## src/stp_pkg.sv

```systemverilog
// ============================================================================
// stp_pkg - shared types and constants of the step/dir pulse generator
// Command classes, sequencer phases, register map and divider constants.
// ============================================================================
package stp_pkg;

    // field widths fixed by the interface
    localparam int STEPS_W = 16;
    localparam int RPM_W   = 12;
    localparam int SPR_W   = 16;
    localparam int REM_W   = 16;
    localparam int OP_W    = 2;

    // defaults of the top-level parameters
    localparam int STEP_COUNT_BITS_DEF = 16;
    localparam int DIR_SETUP_TICKS_DEF = 10;

    // half period = HP_NUMER / (rpm * spr), floored at HP_MIN
    localparam int                HP_W     = 25;
    localparam int                DEN_W    = RPM_W + SPR_W;
    localparam logic [HP_W-1:0]   HP_NUMER = 25'd30000000;
    localparam logic [HP_W-1:0]   HP_MIN   = 25'd3;

    localparam logic [SPR_W-1:0]  SPR_RESET = 16'd200;

    // opcodes of the input beat
    localparam logic [OP_W-1:0] OP_TICK = 2'd0;
    localparam logic [OP_W-1:0] OP_MOVE = 2'd1;
    localparam logic [OP_W-1:0] OP_STOP = 2'd2;

    // register indexes (paddr[2])
    localparam logic REG_SPR    = 1'b0;
    localparam logic REG_DRV_EN = 1'b1;

    typedef enum logic [1:0] {
        K_TICK,
        K_MOVE,
        K_STOP,
        K_NONE
    } t_kind;

    typedef enum logic [1:0] {
        PH_IDLE,
        PH_SETUP,
        PH_HIGH,
        PH_LOW
    } t_phase;

    typedef enum logic {
        BS_WAIT,
        BS_DIV
    } t_bstate;

    typedef struct packed {
        t_kind              kind;
        logic [STEPS_W-1:0] steps;
        logic [RPM_W-1:0]   rpm;
    } t_cmd;

    typedef struct packed {
        logic [SPR_W-1:0] spr;
        logic             drv_en;
    } t_cfg;

endpackage

```

## src/stp_front.sv

```systemverilog
// ============================================================================
// stp_front - input classifier and two-entry command queue
// Decodes each beat into tick/move/stop/none and queues it for the back end.
// ============================================================================
module stp_front #(
    parameter int STEP_COUNT_BITS = stp_pkg::STEP_COUNT_BITS_DEF
) (
    input  logic                        i_clk,
    input  logic                        i_rst_n,
    input  logic                        i_push,
    output logic                        o_full,
    input  logic [stp_pkg::OP_W-1:0]    i_op,
    input  logic [stp_pkg::STEPS_W-1:0] i_steps,
    input  logic [stp_pkg::RPM_W-1:0]   i_rpm,
    output logic                        o_cmd_valid,
    output stp_pkg::t_cmd               o_cmd,
    input  logic                        i_take
);
    import stp_pkg::*;

    t_cmd                       r_mem [2];
    logic                       r_wp, r_rp;
    logic [1:0]                 r_cnt;
    t_cmd                       cls;
    logic [STEP_COUNT_BITS-1:0] steps_t;
    logic                       wr, rd;

    // zero test on the count as the back end will see it
    assign steps_t = STEP_COUNT_BITS'(i_steps);

    always_comb begin
        cls.steps = i_steps;
        cls.rpm   = i_rpm;
        case (i_op)
            OP_TICK: cls.kind = K_TICK;
            OP_MOVE: cls.kind = (steps_t != '0 && i_rpm != '0) ? K_MOVE : K_NONE;
            OP_STOP: cls.kind = K_STOP;
            default: cls.kind = K_NONE;
        endcase
    end

    assign o_full      = (r_cnt == 2'd2);
    assign o_cmd_valid = (r_cnt != 2'd0);
    assign o_cmd       = r_mem[r_rp];
    assign wr          = i_push && !o_full;
    assign rd          = i_take && o_cmd_valid;

    always_ff @(posedge i_clk) begin
        if (wr) begin
            r_mem[r_wp] <= cls;
        end
    end

    always_ff @(posedge i_clk) begin
        if (!i_rst_n) begin
            r_wp  <= 1'b0;
            r_rp  <= 1'b0;
            r_cnt <= 2'd0;
        end else begin
            if (wr) begin
                r_wp <= ~r_wp;
            end
            if (rd) begin
                r_rp <= ~r_rp;
            end
            r_cnt <= r_cnt + 2'(wr) - 2'(rd);
        end
    end

endmodule

```

## src/stp_div.sv

```systemverilog
// ============================================================================
// stp_div - half-period divider
// Restoring division of the fixed numerator by rpm*spr, one bit
// per cycle, result floored at the minimum half period.
// ============================================================================
module stp_div (
    input  logic                      i_clk,
    input  logic                      i_rst_n,
    input  logic                      i_start,
    input  logic [stp_pkg::RPM_W-1:0] i_rpm,
    input  logic [stp_pkg::SPR_W-1:0] i_spr,
    output logic                      o_done,
    output logic [stp_pkg::HP_W-1:0]  o_half
);
    import stp_pkg::*;

    localparam int IDX_W = $clog2(HP_W);

    logic             r_run, r_done;
    logic [IDX_W-1:0] r_idx;
    logic [DEN_W-1:0] r_den, r_rem;
    logic [HP_W-1:0]  r_quo;
    logic [RPM_W-1:0] rpm_e;
    logic [SPR_W-1:0] spr_e;
    logic [DEN_W:0]   rem_sh, diff;

    // zero operands count as one
    assign rpm_e  = (i_rpm == '0) ? RPM_W'(1) : i_rpm;
    assign spr_e  = (i_spr == '0) ? SPR_W'(1) : i_spr;
    assign rem_sh = {r_rem, HP_NUMER[r_idx]};
    assign diff   = rem_sh - {1'b0, r_den};

    always_ff @(posedge i_clk) begin
        if (i_start) begin
            r_den <= DEN_W'(rpm_e) * DEN_W'(spr_e);
            r_rem <= '0;
            r_quo <= '0;
        end else if (r_run) begin
            if (!diff[DEN_W]) begin
                r_rem <= diff[DEN_W-1:0];
            end else begin
                r_rem <= rem_sh[DEN_W-1:0];
            end
            r_quo <= {r_quo[HP_W-2:0], ~diff[DEN_W]};
        end
    end

    always_ff @(posedge i_clk) begin
        if (!i_rst_n) begin
            r_run  <= 1'b0;
            r_done <= 1'b0;
            r_idx  <= '0;
        end else begin
            r_done <= 1'b0;
            if (i_start) begin
                r_run <= 1'b1;
                r_idx <= IDX_W'(HP_W - 1);
            end else if (r_run) begin
                r_idx <= r_idx - IDX_W'(1);
                if (r_idx == '0) begin
                    r_run  <= 1'b0;
                    r_done <= 1'b1;
                end
            end
        end
    end

    assign o_done = r_done;
    assign o_half = (r_quo < HP_MIN) ? HP_MIN : r_quo;

endmodule

```

## src/stp_back.sv

```systemverilog
// ============================================================================
// stp_back - pulse sequencer
// Pending slot, setup/high/low phase machine, divider control and the
// result register that faces the output queue.
// ============================================================================
module stp_back #(
    parameter int STEP_COUNT_BITS = stp_pkg::STEP_COUNT_BITS_DEF,
    parameter int DIR_SETUP_TICKS = stp_pkg::DIR_SETUP_TICKS_DEF
) (
    input  logic                      i_clk,
    input  logic                      i_rst_n,
    input  logic                      i_cmd_valid,
    input  stp_pkg::t_cmd             i_cmd,
    output logic                      o_take,
    input  stp_pkg::t_cfg             i_cfg,
    input  logic                      i_pop,
    output logic                      o_empty,
    output logic                      o_step_out,
    output logic                      o_dir_out,
    output logic                      o_enable_n,
    output logic                      o_running,
    output logic [stp_pkg::REM_W-1:0] o_remaining
);
    import stp_pkg::*;

    localparam int N       = STEP_COUNT_BITS;
    localparam int SETUP_W = $clog2(DIR_SETUP_TICKS + 1);
    localparam int CNT_W   = (HP_W > SETUP_W) ? HP_W : SETUP_W;

    // sequencer state
    t_bstate          r_bst, n_bst;
    logic             r_pv, n_pv;
    logic             r_pm, n_pm;
    logic [N-1:0]     r_ps, n_ps;
    logic [RPM_W-1:0] r_pr, n_pr;
    t_phase           r_ph, n_ph;
    logic [CNT_W-1:0] r_cnt, n_cnt;
    logic [HP_W-1:0]  r_half, n_half;
    logic [N-1:0]     r_left, n_left;
    logic             r_dir, n_dir;
    logic             r_lvl, n_lvl;
    logic             r_busy, n_busy;

    // result register
    logic             r_ov;
    logic             r_o_step, r_o_dir, r_o_en_n, r_o_run;
    logic [REM_W-1:0] r_o_rem;

    logic             slot_free, need_div, div_start, out_wr, div_done;
    logic [HP_W-1:0]  div_half;
    logic             at_end;

    stp_div u_div (
        .i_clk   (i_clk),
        .i_rst_n (i_rst_n),
        .i_start (div_start),
        .i_rpm   (r_pr),
        .i_spr   (i_cfg.spr),
        .o_done  (div_done),
        .o_half  (div_half)
    );

    assign slot_free = !r_ov || i_pop;
    assign at_end    = (r_cnt == CNT_W'(1));
    // setup expiry with nothing waiting: the half period must be computed
    assign need_div  = (i_cmd.kind == K_TICK) && (r_ph == PH_SETUP) && at_end && !r_pv;

    // next state
    always_comb begin
        n_bst = r_bst;
        case (r_bst)
            BS_WAIT: begin
                if (i_cmd_valid && slot_free && need_div) begin
                    n_bst = BS_DIV;
                end
            end
            BS_DIV: begin
                if (div_done) begin
                    n_bst = BS_WAIT;
                end
            end
            default: n_bst = BS_WAIT;
        endcase
    end

    // FSM outputs
    always_comb begin
        o_take    = 1'b0;
        div_start = 1'b0;
        out_wr    = 1'b0;
        case (r_bst)
            BS_WAIT: begin
                o_take    = i_cmd_valid && slot_free;
                div_start = o_take && need_div;
                out_wr    = o_take && !need_div;
            end
            BS_DIV: begin
                out_wr = div_done;
            end
            default: ;
        endcase
    end

    // datapath next values
    always_comb begin
        n_pv   = r_pv;
        n_pm   = r_pm;
        n_ps   = r_ps;
        n_pr   = r_pr;
        n_ph   = r_ph;
        n_cnt  = r_cnt;
        n_half = r_half;
        n_left = r_left;
        n_dir  = r_dir;
        n_lvl  = r_lvl;
        n_busy = r_busy;

        if (r_bst == BS_WAIT && o_take) begin
            case (i_cmd.kind)
                K_TICK: begin
                    if (r_ph != PH_IDLE) begin
                        n_cnt = r_cnt - CNT_W'(1);
                    end
                    case (r_ph)
                        PH_SETUP: begin
                            // with nothing waiting the divider takes over
                            if (at_end && r_pv) begin
                                n_ph = PH_IDLE;
                                n_lvl = 1'b0; n_busy = 1'b0;
                                n_left = '0;  n_cnt = '0;
                            end
                        end
                        PH_HIGH: begin
                            if (at_end) begin
                                n_lvl = 1'b0;
                                if (r_left != N'(1)) begin
                                    n_left = r_left - N'(1);
                                    n_ph   = PH_LOW;
                                    n_cnt  = CNT_W'(r_half);
                                end else begin
                                    n_ph = PH_IDLE;
                                    n_busy = 1'b0;
                                    n_left = '0; n_cnt = '0;
                                end
                            end
                        end
                        PH_LOW: begin
                            if (at_end) begin
                                if (r_pv) begin
                                    // waiting command aborts the move
                                    n_ph = PH_IDLE;
                                    n_lvl = 1'b0; n_busy = 1'b0;
                                    n_left = '0;  n_cnt = '0;
                                end else begin
                                    n_lvl = 1'b1;
                                    n_ph  = PH_HIGH;
                                    n_cnt = CNT_W'(r_half);
                                end
                            end
                        end
                        default: ;
                    endcase
                    // take the pending command once idle
                    if (n_ph == PH_IDLE && r_pv) begin
                        n_pv = 1'b0;
                        if (!r_pm) begin
                            n_busy = 1'b0;
                        end else begin
                            n_dir = ~r_ps[N-1];
                            n_ph  = PH_SETUP;
                            n_cnt = CNT_W'(DIR_SETUP_TICKS);
                        end
                    end
                end
                K_MOVE: begin
                    n_pv = 1'b1;
                    n_pm = 1'b1;
                    n_ps = N'(i_cmd.steps);
                    n_pr = i_cmd.rpm;
                end
                K_STOP: begin
                    n_pv = 1'b1;
                    n_pm = 1'b0;
                    n_ps = '0;
                    n_pr = '0;
                end
                default: ;
            endcase
        end

        // divider finished: start the first pulse
        if (r_bst == BS_DIV && div_done) begin
            n_half = div_half;
            n_left = r_ps[N-1] ? (~r_ps + N'(1)) : r_ps;
            n_busy = 1'b1;
            n_lvl  = 1'b1;
            n_ph   = PH_HIGH;
            n_cnt  = CNT_W'(div_half);
        end
    end

    always_ff @(posedge i_clk) begin
        if (!i_rst_n) begin
            r_bst  <= BS_WAIT;
            r_pv   <= 1'b0;
            r_pm   <= 1'b0;
            r_ps   <= '0;
            r_pr   <= '0;
            r_ph   <= PH_IDLE;
            r_cnt  <= '0;
            r_half <= '0;
            r_left <= '0;
            r_dir  <= 1'b0;
            r_lvl  <= 1'b0;
            r_busy <= 1'b0;
            r_ov   <= 1'b0;
        end else begin
            r_bst  <= n_bst;
            r_pv   <= n_pv;
            r_pm   <= n_pm;
            r_ps   <= n_ps;
            r_pr   <= n_pr;
            r_ph   <= n_ph;
            r_cnt  <= n_cnt;
            r_half <= n_half;
            r_left <= n_left;
            r_dir  <= n_dir;
            r_lvl  <= n_lvl;
            r_busy <= n_busy;
            if (out_wr) begin
                r_ov <= 1'b1;
            end else if (i_pop) begin
                r_ov <= 1'b0;
            end
        end
    end

    always_ff @(posedge i_clk) begin
        if (out_wr) begin
            r_o_step <= n_lvl;
            r_o_dir  <= n_dir;
            r_o_en_n <= ~i_cfg.drv_en;
            r_o_run  <= n_busy;
            r_o_rem  <= REM_W'(n_left);
        end
    end

    assign o_empty     = !r_ov;
    assign o_step_out  = r_o_step;
    assign o_dir_out   = r_o_dir;
    assign o_enable_n  = r_o_en_n;
    assign o_running   = r_o_run;
    assign o_remaining = r_o_rem;

    a_busy_has_steps: assert property (@(posedge i_clk) disable iff (!i_rst_n)
        r_busy |-> (r_left != '0))
        else $error("running with no steps left");

    a_idle_quiet: assert property (@(posedge i_clk) disable iff (!i_rst_n)
        (r_ph == PH_IDLE) |-> (!r_lvl && !r_busy))
        else $error("idle phase with step high or running");

    a_level_in_high: assert property (@(posedge i_clk) disable iff (!i_rst_n)
        r_lvl |-> (r_ph == PH_HIGH))
        else $error("step pin high outside high phase");

    a_div_owned: assert property (@(posedge i_clk) disable iff (!i_rst_n)
        div_done |-> (r_bst == BS_DIV))
        else $error("divider result with no waiting item");

    a_no_overwrite: assert property (@(posedge i_clk) disable iff (!i_rst_n)
        (out_wr && r_ov) |-> i_pop)
        else $error("result register overwritten");

endmodule

```

## src/stepper_step_dir_pulse_generator_top.sv

```systemverilog
// ============================================================================
// stepper_step_dir_pulse_generator_top - step/dir pulse generator
// Tick, move and stop beats in; one status beat out per input beat.
// ============================================================================
// Path: an accepted beat's result reaches the output queue through the queue
//   register, then the sequencer result register; the tick that ends the
//   direction setup of a move also waits for the divider first.
// Throughput: one beat per cycle while the result register has room, except
//   that setup-expiry tick, held while the 25-step restoring divider runs.
// Reset: synchronous, active low; sequencer idle, pending slot empty,
//   spr = 200, driver disabled, both queues empty.
// ============================================================================
module stepper_step_dir_pulse_generator_top #(
    parameter int STEP_COUNT_BITS = stp_pkg::STEP_COUNT_BITS_DEF,
    parameter int DIR_SETUP_TICKS = stp_pkg::DIR_SETUP_TICKS_DEF
) (
    input  logic                        i_clk,
    input  logic                        i_rst_n,
    // input beats
    input  logic                        push,
    output logic                        full,
    input  logic [stp_pkg::OP_W-1:0]    i_op,
    input  logic signed [stp_pkg::STEPS_W-1:0] i_steps,
    input  logic [stp_pkg::RPM_W-1:0]   i_rpm,
    // result beats
    output logic                        empty,
    input  logic                        pop,
    output logic                        o_step_out,
    output logic                        o_dir_out,
    output logic                        o_enable_n,
    output logic                        o_running,
    output logic [stp_pkg::REM_W-1:0]   o_remaining,
    // configuration
    input  logic                        psel,
    input  logic                        penable,
    input  logic                        pwrite,
    input  logic [2:0]                  paddr,
    input  logic [31:0]                 pwdata,
    output logic [31:0]                 prdata,
    output logic                        pready
);
    import stp_pkg::*;

    t_cfg r_cfg;
    logic cfg_wr;
    logic cmd_valid, cmd_take;
    t_cmd cmd;

    // ------------------------------------------------------------------
    // Register file. Registers sit at 0 (spr) and 4
    // (driver_enable); only paddr[2] decodes. No wait states.
    // ------------------------------------------------------------------
    assign pready = 1'b1;
    assign cfg_wr = psel && penable && pwrite && pready;

    always_ff @(posedge i_clk) begin
        if (!i_rst_n) begin
            r_cfg.spr    <= SPR_RESET;
            r_cfg.drv_en <= 1'b0;
        end else if (cfg_wr) begin
            case (paddr[2])
                REG_SPR:    r_cfg.spr    <= pwdata[SPR_W-1:0];
                REG_DRV_EN: r_cfg.drv_en <= pwdata[0];
                default: ;
            endcase
        end
    end

    always_comb begin
        case (paddr[2])
            REG_SPR:    prdata = {{(32-SPR_W){1'b0}}, r_cfg.spr};
            REG_DRV_EN: prdata = {31'd0, r_cfg.drv_en};
            default:    prdata = '0;
        endcase
    end

    // ------------------------------------------------------------------
    // Front: classify the beat (zero moves and op 3 become no-ops) and
    // queue it. The queue lets pushes continue while the sequencer is
    // dividing or waiting on a full result register.
    // ------------------------------------------------------------------
    stp_front #(
        .STEP_COUNT_BITS (STEP_COUNT_BITS)
    ) u_front (
        .i_clk       (i_clk),
        .i_rst_n     (i_rst_n),
        .i_push      (push),
        .o_full      (full),
        .i_op        (i_op),
        .i_steps     (i_steps),
        .i_rpm       (i_rpm),
        .o_cmd_valid (cmd_valid),
        .o_cmd       (cmd),
        .i_take      (cmd_take)
    );

    // ------------------------------------------------------------------
    // Back: pending slot and pulse phases. Most beats finish in the cycle
    // they are taken; the setup-expiry tick runs the divider first. The
    // result register is the output queue entry.
    // ------------------------------------------------------------------
    stp_back #(
        .STEP_COUNT_BITS (STEP_COUNT_BITS),
        .DIR_SETUP_TICKS (DIR_SETUP_TICKS)
    ) u_back (
        .i_clk       (i_clk),
        .i_rst_n     (i_rst_n),
        .i_cmd_valid (cmd_valid),
        .i_cmd       (cmd),
        .o_take      (cmd_take),
        .i_cfg       (r_cfg),
        .i_pop       (pop),
        .o_empty     (empty),
        .o_step_out  (o_step_out),
        .o_dir_out   (o_dir_out),
        .o_enable_n  (o_enable_n),
        .o_running   (o_running),
        .o_remaining (o_remaining)
    );

endmodule

```

## config.mk

```make
export PLATFORM = sky130hd
export DESIGN_NAME = stepper_step_dir_pulse_generator_top
export DESIGN_NICKNAME = d
export VERILOG_FILES = /design/src/stp_pkg.sv /design/src/stp_front.sv /design/src/stp_div.sv /design/src/stp_back.sv /design/src/stepper_step_dir_pulse_generator_top.sv
export SDC_FILE = /design/constraint.sdc
export NUM_CORES = 1
export LEC_CHECK = 0
export ABC_AREA = 1
export BUFFER_PORTS_ARGS = -buffer_cell sky130_fd_sc_hd__buf_2
export CORE_MARGIN = 2
export CORE_UTILIZATION = 60
export DETAILED_ROUTE_END_ITERATION = 6
export PLACE_DENSITY = 0.79
export SYNTH_ARGS = -nofsm -noshare
export SYNTH_HDL_FRONTEND = slang
export SYNTH_SLANG_ARGS = --single-unit
```

## constraint.sdc

```tcl
create_clock -name i_clk -period 6.62 [get_ports i_clk]
set_input_delay 0.993 -clock i_clk [delete_from_list [all_inputs] [get_ports i_clk]]
set_output_delay 0.993 -clock i_clk [all_outputs]
set_load 0.005 [all_outputs]
```

## Word-level counts from Yosys, hierarchy flattened

Memory sizes are Yosys's and may differ from the RTL's. A register that Yosys moved wholly into a read port is not among the register bits.
Index checks and enable logic that the tools add are counted.

- Bits in registers: 232
- Bits in latches: 0
- RAM bits: 60
- Bits in read-only memories: 32
- Bits of input ports: 72
- Output and inout bits: 55
- Logic and storage cells: 199
- Memories kept: 2

- $add $sub $neg: 7
- $mul: 1
- Divide/modulo/power cells: 0
- $lt $le $gt $ge: 2
- Equal/unequal tests: 11
- Shift-type cells: 0
- Multiplexer cells: 89
- Bitwise operators: 10
- Reductions and logical operators: 46

Memory list:

| memory | words | width | rd ports | clocked after Yosys merged registers in | write ports | line | source |
|---|---|---|---|---|---|---|---|
| u_front.r_mem | 2 | 30 | 1 | 1 | 1 | stp_front.sv:21 | `t_cmd r_mem [2];` |
| (name not given) | 32 | 1 | 1 | 0 | 0 | stp_div.sv:30 | `assign rem_sh = {r_rem, HP_NUMER[r_idx]};` |

Operators with widths:

| kind | count |
|---|---|
| 2-to-1 mux 25 bit | 12 |
| 2-to-1 mux 16 bit | 10 |
| one-hot mux 25 bit (3 select lines) | 1 |
| one-hot mux 32 bit (2 select lines) | 1 |
| one-hot mux 16 bit (3 select lines) | 1 |
| 2-to-1 mux 1 bit | 37 |
| one-hot mux 16 bit (2 select lines) | 1 |
| subtractor 29 x 28 -> 29 bit | 1 |
| multiplier 12 x 16 -> 28 bit | 1 |
| 2-to-1 mux 28 bit | 1 |
| 2-to-1 mux 2 bit | 13 |
| equality test 25 x 1 -> 1 bit (second input constant) | 1 |
| less-than comparator 25 x 2 -> 1 bit (second input constant) | 1 |
| subtractor 25 x 1 -> 25 bit (second input constant) | 1 |
| one-hot mux 12 bit (2 select lines) | 1 |
| adder 16 x 1 -> 16 bit (second input constant) | 1 |
| zero test 16 bit | 1 |
| inequality test 16 x 1 -> 1 bit (second input constant) | 1 |
| inverter 16 bit | 1 |
| nonzero test 16 bit | 1 |
| nonzero test 2 bit | 8 |
| subtractor 16 x 1 -> 16 bit (second input constant) | 1 |
| logical AND 1 bit | 15 |
| zero test 12 bit | 1 |
| other kinds (22) | 53 |

## Depth between registers and ports, before layout

Gate-level depths: netlist of run 1.

- Depth in word-level cells: 12
- Mapped depth: 26
- Depth with buffers taken out: 26

## Modules after synthesis

From an unflattened synthesis of run 1, not the netlist that was laid out.

- Cell total of the unflattened synthesis: 3226
- Area total of the unflattened synthesis: 23447.5 µm²

Modules (own cells, without submodules):

| module | times used | cells an instance | area an instance (µm²) | seq. area each (µm²) |
|---|---|---|---|---|
| stp_div | 1 | 1767 | 12244.2 | 2042.0 |
| stp_back | 1 | 1148 | 7460.9 | 2662.6 |
| stp_front | 1 | 150 | 2638.8 | 1901.8 |
| stepper_step_dir_pulse_generator_top | 1 | 161 | 1103.6 | 340.3 |

## Worst setup path after synthesis of run 1

No wires, ideal clock.

- Kind: reg-to-reg
- Start: reg u_back.r_pr[8]
- End: reg u_back.u_div.r_den[19] (data pin)
- Library setup time: 0.258 ns
- Arrival: 5.155 ns
- Data required time: 6.362 ns
- Path slack: 1.207 ns
- Cell stages (with the launch flop): 24
- Buffers on the path: 2
- Period minus slack after synthesis: 5.413 ns
- Path through: dfxtp_1 clkbuf_1 nor4_1 nor3b_1 a31oi_1 inv_1 clkbuf_1 nand2_1 fa_1 inv_1 fa_1 fa_1 inv_1 fa_1 inv_1 ha_1 nand2_1 nor2_1 a21oi_1 o21ai_0 inv_1 o21ai_0 a21oi_1 xnor2_1

- Word-level cells in the longest chain between the ends: 3

Ends and longest elaborated chain:

| element | line | source |
|---|---|---|
| start, declared | stp_back.sv:35 | `logic [RPM_W-1:0] r_pr, n_pr;` |
| start signal, assigned | stp_back.sv:222 | `r_pr <= n_pr;` |
| zero test 12 bit | stp_div.sv:28 | `assign rpm_e = (i_rpm == '0) ? RPM_W'(1) : i_rpm;` |
| 2-to-1 mux 12 bit * | stp_div.sv:28 |  |
| multiplier 12 x 16 -> 28 bit * | stp_div.sv:35 | `r_den <= DEN_W'(rpm_e) * DEN_W'(spr_e);` |
| end signal, assigned | stp_div.sv:35 |  |
| end, declared | stp_div.sv:21 | `logic [DEN_W-1:0] r_den, r_rem;` |

Mark *: on every way between the ends. The rest lies on a longest branch, timed or not.
A chain may end at the register's enable or synchronous reset.

## Worst setup path after layout of run 1

- Start: reg u_back.r_pr[11]
- End: reg u_back.u_div.r_den[19] (data pin)

Same word-level chain as after synthesis.

==> impl_metrics.env, run 1 <==
export IMPL_final_hold_viol_count=0
export IMPL_hp_class="reg2reg"
export IMPL_globalplace_congestion=0.920
export IMPL_share_comb_of_total_power=0.387
export IMPL_reg_to_reg_critical_path_startpoint="u_back.r_pr[11]"
export IMPL_core_area_um2=35500
export IMPL_ctsRootBufferMaster="sky130_fd_sc_hd__clkbuf_16"
export IMPL_antenna_found_initial=0
export IMPL_layout_nets=3143
export IMPL_cts_tree="built"
export IMPL_cts_resized=0
export IMPL_internal_power_uw=4180
export IMPL_synth_seq_cells=293
export IMPL_dpl_cell_area_um2=22200
export IMPL_dp_cells=3246
export IMPL_syn_cell_area_um2=21500
export IMPL_syn_inst=2785
export IMPL_timing_hold_worst_start="u_back.u_div.r_quo[6]"
export IMPL_count_of_placed_standard_cells_in_the_final_layout_fillers_left_out=3309
export IMPL_cts_root_to_sink_buffers=3
export IMPL_seq_power_share=0.348
export IMPL_wl_per_cell_um=15.6
export IMPL_numClockSinks=293
export IMPL_power_share_switching=0.397
export IMPL_critical_path_startpoint="u_back.r_pr[11]"
export IMPL_die_boundary_height_um=193
export IMPL_floorplan_io_pins=127
export IMPL_cap_viol_max_count=0
export IMPL_post_cts_setup_buffer_count=0
export IMPL_cellPowerDensity_nw_per_um2=298
export IMPL_drive_gt1_frac=0.0913
export IMPL_largest_net_degree_at_the_start_of_global_routing=97
export IMPL_net_switching_power_uw=2750
export IMPL_totalWireLength_um=51600
export IMPL_post_cts_hold_buffer_count=0
export IMPL_hpwl_um=37700
export IMPL_area_growth_from_synthesis_to_final_layout_pct=8.17
export IMPL_port_buffer_count=91
export IMPL_leakage_uw=0.0113
export IMPL_endpoint_kind="flop"
export IMPL_grt_remaining_overflow=0
export IMPL_final_setup_skew_ns=0.0329
export IMPL_rsz0062_at_grt="no"
export IMPL_grtUsageTotal=0.276
export IMPL_utilization=0.656
export IMPL_n_antenna_cell=0
export IMPL_worst_slew_pin_transition_ns=1.13
export IMPL_final_setup_violation_count=0
export IMPL_power_uw=6930
export IMPL_arrival_ns=6.40
export IMPL_drtAntennaViolNets=0
export IMPL_initial_utilization=0.607
export IMPL_min_period_over_period=0.920
export IMPL_grt_pass1_vias=18210
export IMPL_floorplan_die_area_um2=37400
export IMPL_standard_cell_row_count=69
export IMPL_syn_avg_cell_area_um2=7.73
export IMPL_synth_cell_types=57
export IMPL_cts_reportedPaths_clkPinSlew_ns=0.05
export IMPL_critPathMaxFanout=18
export IMPL_synth_yosys_seq_area_share=0.323
export IMPL_ctsHtreeMaxLevel=2
export IMPL_grt_first_pass_wirelength_um=86200
export IMPL_tritonroute_pass_1_iters=6
export IMPL_drt_drc_violations_left=0
export IMPL_timing_final_crit_period_ns=6.09
export IMPL_startpoint_type_of_the_worst_setup_path="flop"
export IMPL_dr_total_vias=18421
export IMPL_crit_type="reg2reg"
export IMPL_numCtsBuffers=35
export IMPL_die_outline_width_um=193
export IMPL_slew_violations=0
export IMPL_clk_insertion_delay_late_ns=0.57
export IMPL_max_slew_margin_rel=0.245
export IMPL_power_share_clock=0.265
export IMPL_fin_tns_setup_ns=0
export IMPL_run_status="finished, final reports clean"
export IMPL_synth_warnings=0
export IMPL_viasPerCell=5.57
export IMPL_fmaxAchievable_mhz=164
export IMPL_power_ir_vdd_worst_mv=0.262
export IMPL_dr_first_iter_drc_count=1598
export IMPL_post_route_cell_area_um2=23300
export IMPL_required_ns=6.93
## sequential cells by signal (all words and copies together) (netlist names), 5 cells and up, named ones only
name,cells
r_cfg,17
u_back.o_remaining,16
u_back.r_cnt,25
u_back.r_half,25
u_back.r_left,16
u_back.r_pr,12
u_back.r_ps,16
u_back.u_div.r_den,28
u_back.u_div.r_idx,5
u_back.u_div.r_quo,25
u_back.u_div.r_rem,28
u_front.r_mem,60
## kinds of logic (layout without fill, tap and decap cells)
logic type | count (synthesis) | count (layout) | share of synthesized area
AND/OR/NAND/NOR | 1079 | 1079 | 0.214
multiplexers | 29 | 29 | 0.0151
adder cells (fa/ha/maj) | 249 | 249 | 0.194
AO/OA/AOI/OAI | 428 | 428 | 0.109
flip-flops | 293 | 293 | 0.323
other | 2 | 17 | 0.000349
buffers and inverters | 634 | 682 | 0.116
XOR/XNOR | 71 | 71 | 0.0289
## area by class of cell
class / count / area [um2]
Fill cell: 2896 / 12200
Multi-Input combinational cell: 1873 / 12100
Sequential cell: 293 / 6950
Inverter: 511 / 1920
Timing Repair Buffer: 108 / 583
Clock inverter: 11 / 128
Clock buffer: 52 / 980
Tap cell: 461 / 577
## worst max-delay path: stages (launching register included)
cell and delay, ns:
sky130_fd_sc_hd__dfxtp_1 0.54, sky130_fd_sc_hd__nor4_1 0.27, sky130_fd_sc_hd__nor3b_1 0.22, sky130_fd_sc_hd__a31oi_1 0.15
sky130_fd_sc_hd__inv_1 0.38, sky130_fd_sc_hd__nand2_1 0.17, sky130_fd_sc_hd__fa_1 0.57, sky130_fd_sc_hd__inv_1 0.05
sky130_fd_sc_hd__fa_1 0.47, sky130_fd_sc_hd__fa_1 0.50, sky130_fd_sc_hd__inv_1 0.06, sky130_fd_sc_hd__fa_1 0.52
sky130_fd_sc_hd__inv_1 0.04, sky130_fd_sc_hd__ha_1 0.38, sky130_fd_sc_hd__nand2_1 0.09, sky130_fd_sc_hd__nand2_1 0.10
sky130_fd_sc_hd__nand2_1 0.07, sky130_fd_sc_hd__nand2_1 0.09, sky130_fd_sc_hd__a21oi_1 0.08, sky130_fd_sc_hd__o21ai_0 0.42
sky130_fd_sc_hd__inv_1 0.11, sky130_fd_sc_hd__o21ai_0 0.30, sky130_fd_sc_hd__a21oi_1 0.13, sky130_fd_sc_hd__xnor2_1 0.14
## metrics by stage
step | setup slack, ns | hold WS [ns]
6_report | 0.529 | 0.463
5_1_grt | 0.125 | 0.479
4_1_cts | 0.650 | 0.466
3_5_place_dp | 0.674 | 0.451
3_3_place_gp | 0.880 | 0.437
2_1_floorplan | 1.21 | 0.426
## cell usage in the layout (no fill, tap or decap), drive strengths merged, types with 9 or more instances in the layout
master	count
nor2	233
nand2	662
xor2	44
mux2	28
o211ai	22
o21ai	132
nor3	21
conb	17
nand3	107
clkbuf	52
fa	141
xnor2	27
nor4	26
buf	108
dfxtp	185
ha	108
inv	513
o22ai	20
a21oi	221
edfxtp	108
nand4	22
clkinv	9
## power by group through the flow
stage	clock [uW]	combinational, uW	sequential (uW)
after global placement	0	2530	2420
after floorplan	0	2130	2320
after detailed placement	0	2640	2440
after CTS	1880	2670	2400
final	1840	2680	2410
after global routing	1940	3050	2440
## path summary, 6_finish.rpt
| path | endpoint | slack [ns] | cells past startpoint |
|---|---|---|---|
| setup reg to reg | u_back.u_div.r_den[19] | 0.53 | 23 |
| setup / recovery | u_back.u_div.r_den[19] | 0.53 | 23 |
| hold / removal | u_back.u_div.r_quo[7] | 0.46 | 2 |
| hold reg to reg | u_back.u_div.r_quo[7] | 0.46 | 2 |
## Yosys cell counts (all sizes together)
master,instances,area share
clkbuf,75,0.013
o22ai,20,0.0058
a21oi,221,0.053
o221ai,4,0.0016
dfxtp,185,0.17
or4,1,0.00035
a22o,4,0.0016
xor2,44,0.018
edfxtp,108,0.15
o2111ai,2,0.00081
inv,509,0.089
a21boi,2,0.00070
nor3b,2,0.00070
mux2i,1,0.00046
nor4,26,0.0076
buf,48,0.014
or2,3,0.00087
xnor2,27,0.011
nand3b,2,0.00070
nor3,21,0.0053
mux2,28,0.015
o211ai,22,0.0077
nand2,662,0.12
a31o,1,0.00041
o21a,1,0.00035
o41ai,1,0.00041
clkinv,2,0.00041
a31oi,5,0.0015
o21ai,132,0.031
a21o,6,0.0021
o31ai,3,0.0010
nand3,107,0.027
a211oi,1,0.00035
ha,108,0.063
fa,141,0.13
nand4,22,0.0071
conb,2,0.00035
o21bai,3,0.0010
nor2,233,0.046
## per-layer routing
layer | vias to the layer above | wire length [um] | global-route usage
met2 | 738 | 24400 | 0.460
met5 | - | 0 | 0
met1 | 8717 | 21800 | 0.364
met3 | 132 | 3760 | 0.0415
met4 | 0 | 1690 | 0.109
li1 | 8834 | - | -
Power figures use the tool's default switching activity.
==> run 2: changes to the inputs <==
--- a/config.mk
+++ b/config.mk
@@ -6,11 +6,11 @@
 export NUM_CORES = 1
 export LEC_CHECK = 0
 export ABC_AREA = 1
-export BUFFER_PORTS_ARGS = -buffer_cell sky130_fd_sc_hd__buf_2
 export CORE_MARGIN = 2
 export CORE_UTILIZATION = 60
 export DETAILED_ROUTE_END_ITERATION = 6
-export PLACE_DENSITY = 0.79
+export DONT_BUFFER_PORTS = 1
+export PLACE_DENSITY = 0.76
 export SYNTH_ARGS = -nofsm -noshare
 export SYNTH_HDL_FRONTEND = slang
 export SYNTH_SLANG_ARGS = --single-unit
==> run 2 against run 1 <==
Critical path type unchanged. Largest cell class unchanged. Clock skew is 0.0028 ns lower. Critical endpoint unchanged. Setup slack better by 0.083 ns. Routed wire length is 4.3% lower.
==> impl_metrics.env, run 2 (synthesis gave the netlist of run 1 again) <==
export IMPL_cellPowerDensity_nw_per_um2=299
export IMPL_largest_net_degree_at_the_start_of_global_routing=97
export IMPL_worst_slew_pin_transition_ns=1.27
export IMPL_whs_path_depth=1
export IMPL_clk_insertion_delay_late_ns=0.56
export IMPL_initial_utilization=0.607
export IMPL_ctsHtreeMaxLevel=2
export IMPL_leakage_uw=0.0109
export IMPL_reg_to_reg_critical_path_startpoint="r_cfg[13]"
export IMPL_globalplace_congestion=0.933
export IMPL_wl_per_cell_um=15.4
export IMPL_antenna_found_initial=0
export IMPL_largest_register_ffs=60
export IMPL_cap_viol_max_count=0
export IMPL_die_boundary_height_um=193
export IMPL_rsz0062_at_grt="no"
export IMPL_final_setup_skew_ns=0.0300
export IMPL_final_setup_violation_count=0
export IMPL_cts_tree="built"
export IMPL_timing_hold_worst_start="u_front.r_rp"
export IMPL_floorplan_io_pins=127
export IMPL_core_area_um2=35500
export IMPL_grt_pass1_vias=17209
export IMPL_grtUsageTotal=0.266
export IMPL_grt_remaining_overflow=0
export IMPL_fin_tns_setup_ns=0
export IMPL_drt_drc_violations_left=0
export IMPL_ctsRootBufferMaster="sky130_fd_sc_hd__clkbuf_16"
export IMPL_standard_cell_row_count=69
export IMPL_post_cts_setup_buffer_count=0
export IMPL_startpoint_type_of_the_worst_setup_path="flop"
export IMPL_layout_nets=3049
export IMPL_dr_first_iter_drc_count=1361
export IMPL_required_ns=6.92
export IMPL_port_buffer_count=0
export IMPL_crit_type="reg2reg"
export IMPL_rrSetupSlack_ns=0.61
export IMPL_hpwl_um=36200
export IMPL_min_period_over_period=0.908
export IMPL_cts_resized=0
export IMPL_numClockSinks=293
export IMPL_dr_total_vias=17637
export IMPL_grt_first_pass_wirelength_um=82900
export IMPL_setup_ws_ns=0.612
export IMPL_cts_root_to_sink_buffers=3
export IMPL_area_growth_from_synthesis_to_final_layout_pct=5.88
export IMPL_n_antenna_cell=0
export IMPL_min_to="u_front.r_rp"
export IMPL_most_common_library_cell_in_the_layout_ignoring_fill_and_taps="sky130_fd_sc_hd__nand2_1"
export IMPL_post_cts_hold_buffer_count=0
export IMPL_post_place_ws_ns=0.714
export IMPL_drtAntennaViolNets=0
export IMPL_largest_registers="u_front.r_mem x60, u_back.u_div.r_den x28, u_back.u_div.r_rem x28"
export IMPL_hp_class="reg2reg"
export IMPL_die_outline_width_um=193
export IMPL_viasPerCell=5.49
export IMPL_arrival_ns=6.31
export IMPL_floorplan_die_area_um2=37400
export IMPL_tritonroute_pass_1_iters=6
export IMPL_run_status="finished, final reports clean"
export IMPL_fmaxAchievable_mhz=166
export IMPL_cts_reportedPaths_clkPinSlew_ns=0.06
export IMPL_totalWireLength_um=49400
export IMPL_max_slew_margin_rel=0.153
export IMPL_ff_to_ff_end="u_back.u_div.r_den[19]"
export IMPL_reg2reg_depth=23
export IMPL_drive_gt1_frac=0.0628
export IMPL_final_hold_viol_count=0
export IMPL_critPathMaxFanout=14
export IMPL_timing_final_crit_period_ns=6.01
export IMPL_numCtsBuffers=34
export IMPL_slew_violations=0
export IMPL_power_ir_vdd_worst_mv=0.302
export IMPL_max_flop_register="u_front.r_mem"
export IMPL_final_cell_mix="sky130_fd_sc_hd__nand2_1 (647), sky130_fd_sc_hd__inv_1 (495), sky130_fd_sc_hd__a21oi_1 (214)"
export IMPL_endpoint_kind="flop"
==> run 2: cell types whose count changed in the layout (fill, tap and decap cells not counted), moves of 2 or more <==
cell	before	now
sky130_fd_sc_hd__clkbuf_1	13	6
sky130_fd_sc_hd__clkbuf_8	4	6
sky130_fd_sc_hd__inv_6	2	4
sky130_fd_sc_hd__clkinv_16	2	0
sky130_fd_sc_hd__buf_4	17	15
sky130_fd_sc_hd__clkinvlp_4	0	3
sky130_fd_sc_hd__buf_2	91	0
==> run 2: per-stage QoR <==
stage               std cells  hold WS (ns)  power (uW)  cell area, um2  utilization
floorplan                2800         0.426        4440           21600            -
global placement         3153         0.435        4900           21700        0.612
detailed placement       3153         0.449        4980           21700        0.612
CTS                      3214         0.462        6820           22800        0.642
global route             3214         0.482        7310           22800        0.642
finish                   3214         0.459        6810           22800        0.642
==> run 2: layout make-up <==
cell class | count | area [um2]
clock inverter | 14 | 101
fill | 2994 | 12700
sequential | 293 | 6950
tap | 461 | 577
clock buffer | 47 | 981
multi-input combinational | 1873 | 12100
timing repair buffer | 15 | 113
inverter | 511 | 1920
==> run 2: worst max-delay path by stage <==
| stage | start | endpoint | slack, ns | depth (start not counted) |
|---|---|---|---|---|
| 6_report | r_cfg[13] | u_back.u_div.r_den[19] | 0.61 | 23 |
| 5_1_grt | u_back.r_pr[11] | u_back.u_div.r_den[19] | 0.17 | 23 |
| 4_1_cts | u_back.r_pr[11] | u_back.u_div.r_den[19] | 0.69 | 21 |
| 3_5_place_dp | u_back.r_pr[11] | u_back.u_div.r_den[19] | 0.71 | 21 |
| 3_3_place_gp | r_cfg[14] | u_back.u_div.r_den[19] | 0.90 | 23 |
| 2_1_floorplan | u_back.r_pr[8] | u_back.u_div.r_den[19] | 1.21 | 23 |
==> run 2: where the power goes <==
group / leakage (uW) / total [uW] / switching, uW / internal (uW)
registers: 0.00251 / 2420 / 249 / 2170
logic: 0.00783 / 2570 / 1660 / 908
clock network: 0.000526 / 1820 / 776 / 1050
total: 0.0109 / 6810 / 2680 / 4130
==> run 2: metal layers <==
layer | part of all wire | vias to the layer above | GRT usage
li1 | - | 8648 | -
met1 | 0.45 | 8264 | 0.360
met2 | 0.46 | 638 | 0.436
met3 | 0.073 | 87 | 0.0516
met4 | 0.020 | 0 | 0.0741
met5 | 0 | - | 0
==> run 2: critical path: stages, from the launching register on <==
cell and delay, ns:
sky130_fd_sc_hd__dfxtp_1 0.50, sky130_fd_sc_hd__nor4_1 0.47, sky130_fd_sc_hd__nand4_1 0.14, sky130_fd_sc_hd__nand2_1 0.23
sky130_fd_sc_hd__inv_1 0.18, sky130_fd_sc_hd__nor2_1 0.15, sky130_fd_sc_hd__ha_1 0.17, sky130_fd_sc_hd__inv_1 0.05
sky130_fd_sc_hd__fa_1 0.36, sky130_fd_sc_hd__inv_1 0.08, sky130_fd_sc_hd__fa_1 0.43, sky130_fd_sc_hd__fa_1 0.55
sky130_fd_sc_hd__inv_1 0.06, sky130_fd_sc_hd__fa_1 0.52, sky130_fd_sc_hd__inv_1 0.04, sky130_fd_sc_hd__ha_1 0.36
sky130_fd_sc_hd__nand2_1 0.09, sky130_fd_sc_hd__nor2_1 0.17, sky130_fd_sc_hd__a21oi_1 0.13, sky130_fd_sc_hd__o21ai_0 0.40
sky130_fd_sc_hd__inv_1 0.08, sky130_fd_sc_hd__o21ai_0 0.30, sky130_fd_sc_hd__a21oi_1 0.15, sky130_fd_sc_hd__xnor2_1 0.15
==> run 3: changes to the inputs <==
--- a/config.mk
+++ b/config.mk
@@ -6,7 +6,7 @@
 export NUM_CORES = 1
 export LEC_CHECK = 0
 export ABC_AREA = 1
-export CORE_MARGIN = 2
+export CORE_MARGIN = 1
 export CORE_UTILIZATION = 60
 export DETAILED_ROUTE_END_ITERATION = 6
 export DONT_BUFFER_PORTS = 1
==> run 3 against run 2 <==
Sequential cell count unchanged. Hold slack worse by 0.0080 ns. First-iteration DRC count down 10%. Cell count about the same. Critical path depth down 2. Combinational power about the same. Non-clock buffer count unchanged. Clock power about the same.
==> impl_metrics.env, run 3 (synthesis gave the netlist of run 1 again) <==
export IMPL_post_route_cell_area_um2=22800
export IMPL_globalplace_congestion=0.940
export IMPL_dr_total_vias=17672
export IMPL_numClockSinks=293
export IMPL_most_common_library_cell_in_the_layout_ignoring_fill_and_taps="sky130_fd_sc_hd__nand2_1"
export IMPL_final_setup_skew_ns=0.0206
export IMPL_numCtsBuffers=34
export IMPL_n_antenna_cell=0
export IMPL_largest_register_ffs=60
export IMPL_critPathMostFrequentCell="sky130_fd_sc_hd__inv_1"
export IMPL_standard_cell_row_count=69
export IMPL_cts_resized=0
export IMPL_critical_path_startpoint="u_back.r_pr[11]"
export IMPL_critPathMaxFanout=18
export IMPL_hpwl_um=36700
export IMPL_port_buffer_count=0
export IMPL_dpl_cell_area_um2=21700
export IMPL_fin_tns_setup_ns=0
export IMPL_largest_registers="u_front.r_mem x60, u_back.u_div.r_den x28, u_back.u_div.r_rem x28"
export IMPL_rsz0062_at_grt="no"
export IMPL_run_status="finished, final reports clean"
export IMPL_layout_nets=3049
export IMPL_min_period_over_period=0.913
export IMPL_cellPowerDensity_nw_per_um2=299
export IMPL_viasPerCell=5.50
export IMPL_initial_utilization=0.608
export IMPL_die_boundary_height_um=191
export IMPL_grtUsageTotal=0.274
export IMPL_worst_slew_pin_transition_ns=1.20
export IMPL_cell_type_of_the_slowest_stage_on_the_worst_timing_path="sky130_fd_sc_hd__fa_1"
export IMPL_final_cell_mix="sky130_fd_sc_hd__nand2_1 (647), sky130_fd_sc_hd__inv_1 (495), sky130_fd_sc_hd__a21oi_1 (214)"
export IMPL_ctsHtreeMaxLevel=2
export IMPL_required_ns=6.89
export IMPL_drive_gt1_frac=0.0614
export IMPL_max_flop_register="u_front.r_mem"
export IMPL_floorplan_die_area_um2=36600
export IMPL_antenna_found_initial=0
export IMPL_slew_violations=0
export IMPL_cts_root_to_sink_buffers=3
export IMPL_cp_peak_stage_delay_ns=0.56
export IMPL_post_cts_setup_buffer_count=0
export IMPL_cts_tree="built"
export IMPL_cts_reportedPaths_clkPinSlew_ns=0.06
export IMPL_hp_class="reg2reg"
export IMPL_startpoint_type_of_the_worst_setup_path="flop"
export IMPL_max_slew_margin_rel=0.199
export IMPL_ctsRootBufferMaster="sky130_fd_sc_hd__clkbuf_16"
export IMPL_tritonroute_pass_1_iters=5
export IMPL_endpoint_kind="flop"
export IMPL_largest_net_degree_at_the_start_of_global_routing=97
export IMPL_timing_final_crit_period_ns=6.04
export IMPL_leakage_uw=0.0109
export IMPL_wl_per_cell_um=15.4
export IMPL_post_cts_hold_buffer_count=0
export IMPL_grt_pass1_vias=16993
export IMPL_drtAntennaViolNets=0
export IMPL_power_ir_vdd_worst_mv=0.310
export IMPL_final_hold_viol_count=0
export IMPL_final_setup_violation_count=0
export IMPL_crit_type="reg2reg"
export IMPL_grt_first_pass_wirelength_um=81100
export IMPL_timing_hold_worst_start="u_front.r_rp"
export IMPL_cap_viol_max_count=0
export IMPL_totalWireLength_um=49600
export IMPL_fmaxAchievable_mhz=165
export IMPL_arrival_ns=6.32
export IMPL_drt_drc_violations_left=0
export IMPL_floorplan_io_pins=127
export IMPL_cp_cell_sequence="nor4_1, nor3b_1, a31oi_1, inv_1, nand2_1, fa_1, inv_1, fa_1, fa_1, inv_1, fa_1, inv_1, ha_1, nand2_1, nor2_1, a21oi_1, o21ai_0, inv_1, o21ai_0, a21oi_1, xnor2_1"
export IMPL_dr_first_iter_drc_count=1219
export IMPL_reg_to_reg_critical_path_startpoint="u_back.r_pr[11]"
export IMPL_grt_remaining_overflow=0
export IMPL_die_outline_width_um=191
export IMPL_clk_insertion_delay_late_ns=0.53
export IMPL_core_area_um2=35400
export IMPL_area_growth_from_synthesis_to_final_layout_pct=5.81
-- run 3: worst paths after layout --
path / endpoint / depth (start not counted) / slack, ns
setup / recovery: u_back.u_div.r_den[19] / 21 / 0.58
setup reg to reg: u_back.u_div.r_den[19] / 21 / 0.58
hold reg to reg: flop / 1 / 0.45
hold / removal: flop / 1 / 0.45
-- run 3: power breakdown --
part           internal [uW]  leakage, uW  total (uW)  switching [uW]
clock                   1070     0.000523        1810             743
combinational            916      0.00783        2580            1670
sequential              2170      0.00251        2420             248
-- run 3: critical path, delay by kind of cell, from the launching register on --
family          cells  cell delay [ns]
simple gates        5             0.92
compound gates      5             1.09
fa+ha+maj           5             2.50
xor+xnor            1             0.14
flops               1             0.54
buf+inv             5             0.60
-- run 3: per-stage QoR --
step           cells  hold WS, ns  total power, uW   util  setup WS [ns]
5_1_grt         3212        0.464             7280  0.644          0.250
3_5_place_dp    3153        0.451             5010  0.613          0.716
4_1_cts         3212        0.454             6840  0.644          0.679
6_report        3212        0.451             6810  0.644          0.577
2_1_floorplan   2800        0.426             4440      -           1.21
3_3_place_gp    3153        0.435             4900  0.613          0.847
-- run 3: area by class of cell --
class                      instances  area (um2)
fill                            3044       12600
multi-input combinational       1873       12100
sequential                       293        6950
inverter                         511        1920
clock buffer                      46         926
tap                              461         577
clock inverter                    13         143
timing repair buffer              15         113
-- run 3: routing by layer --
layer / share of wire / routed length (um) / vias to the layer above / global-route usage
met2: 0.47 / 23400 / 586 / 0.466
met1: 0.44 / 21900 / 8351 / 0.362
met5: 0 / 0 / - / 0
li1: - / - / 8654 / -
met4: 0.022 / 1100 / 0 / 0.0717
met3: 0.065 / 3220 / 81 / 0.0409
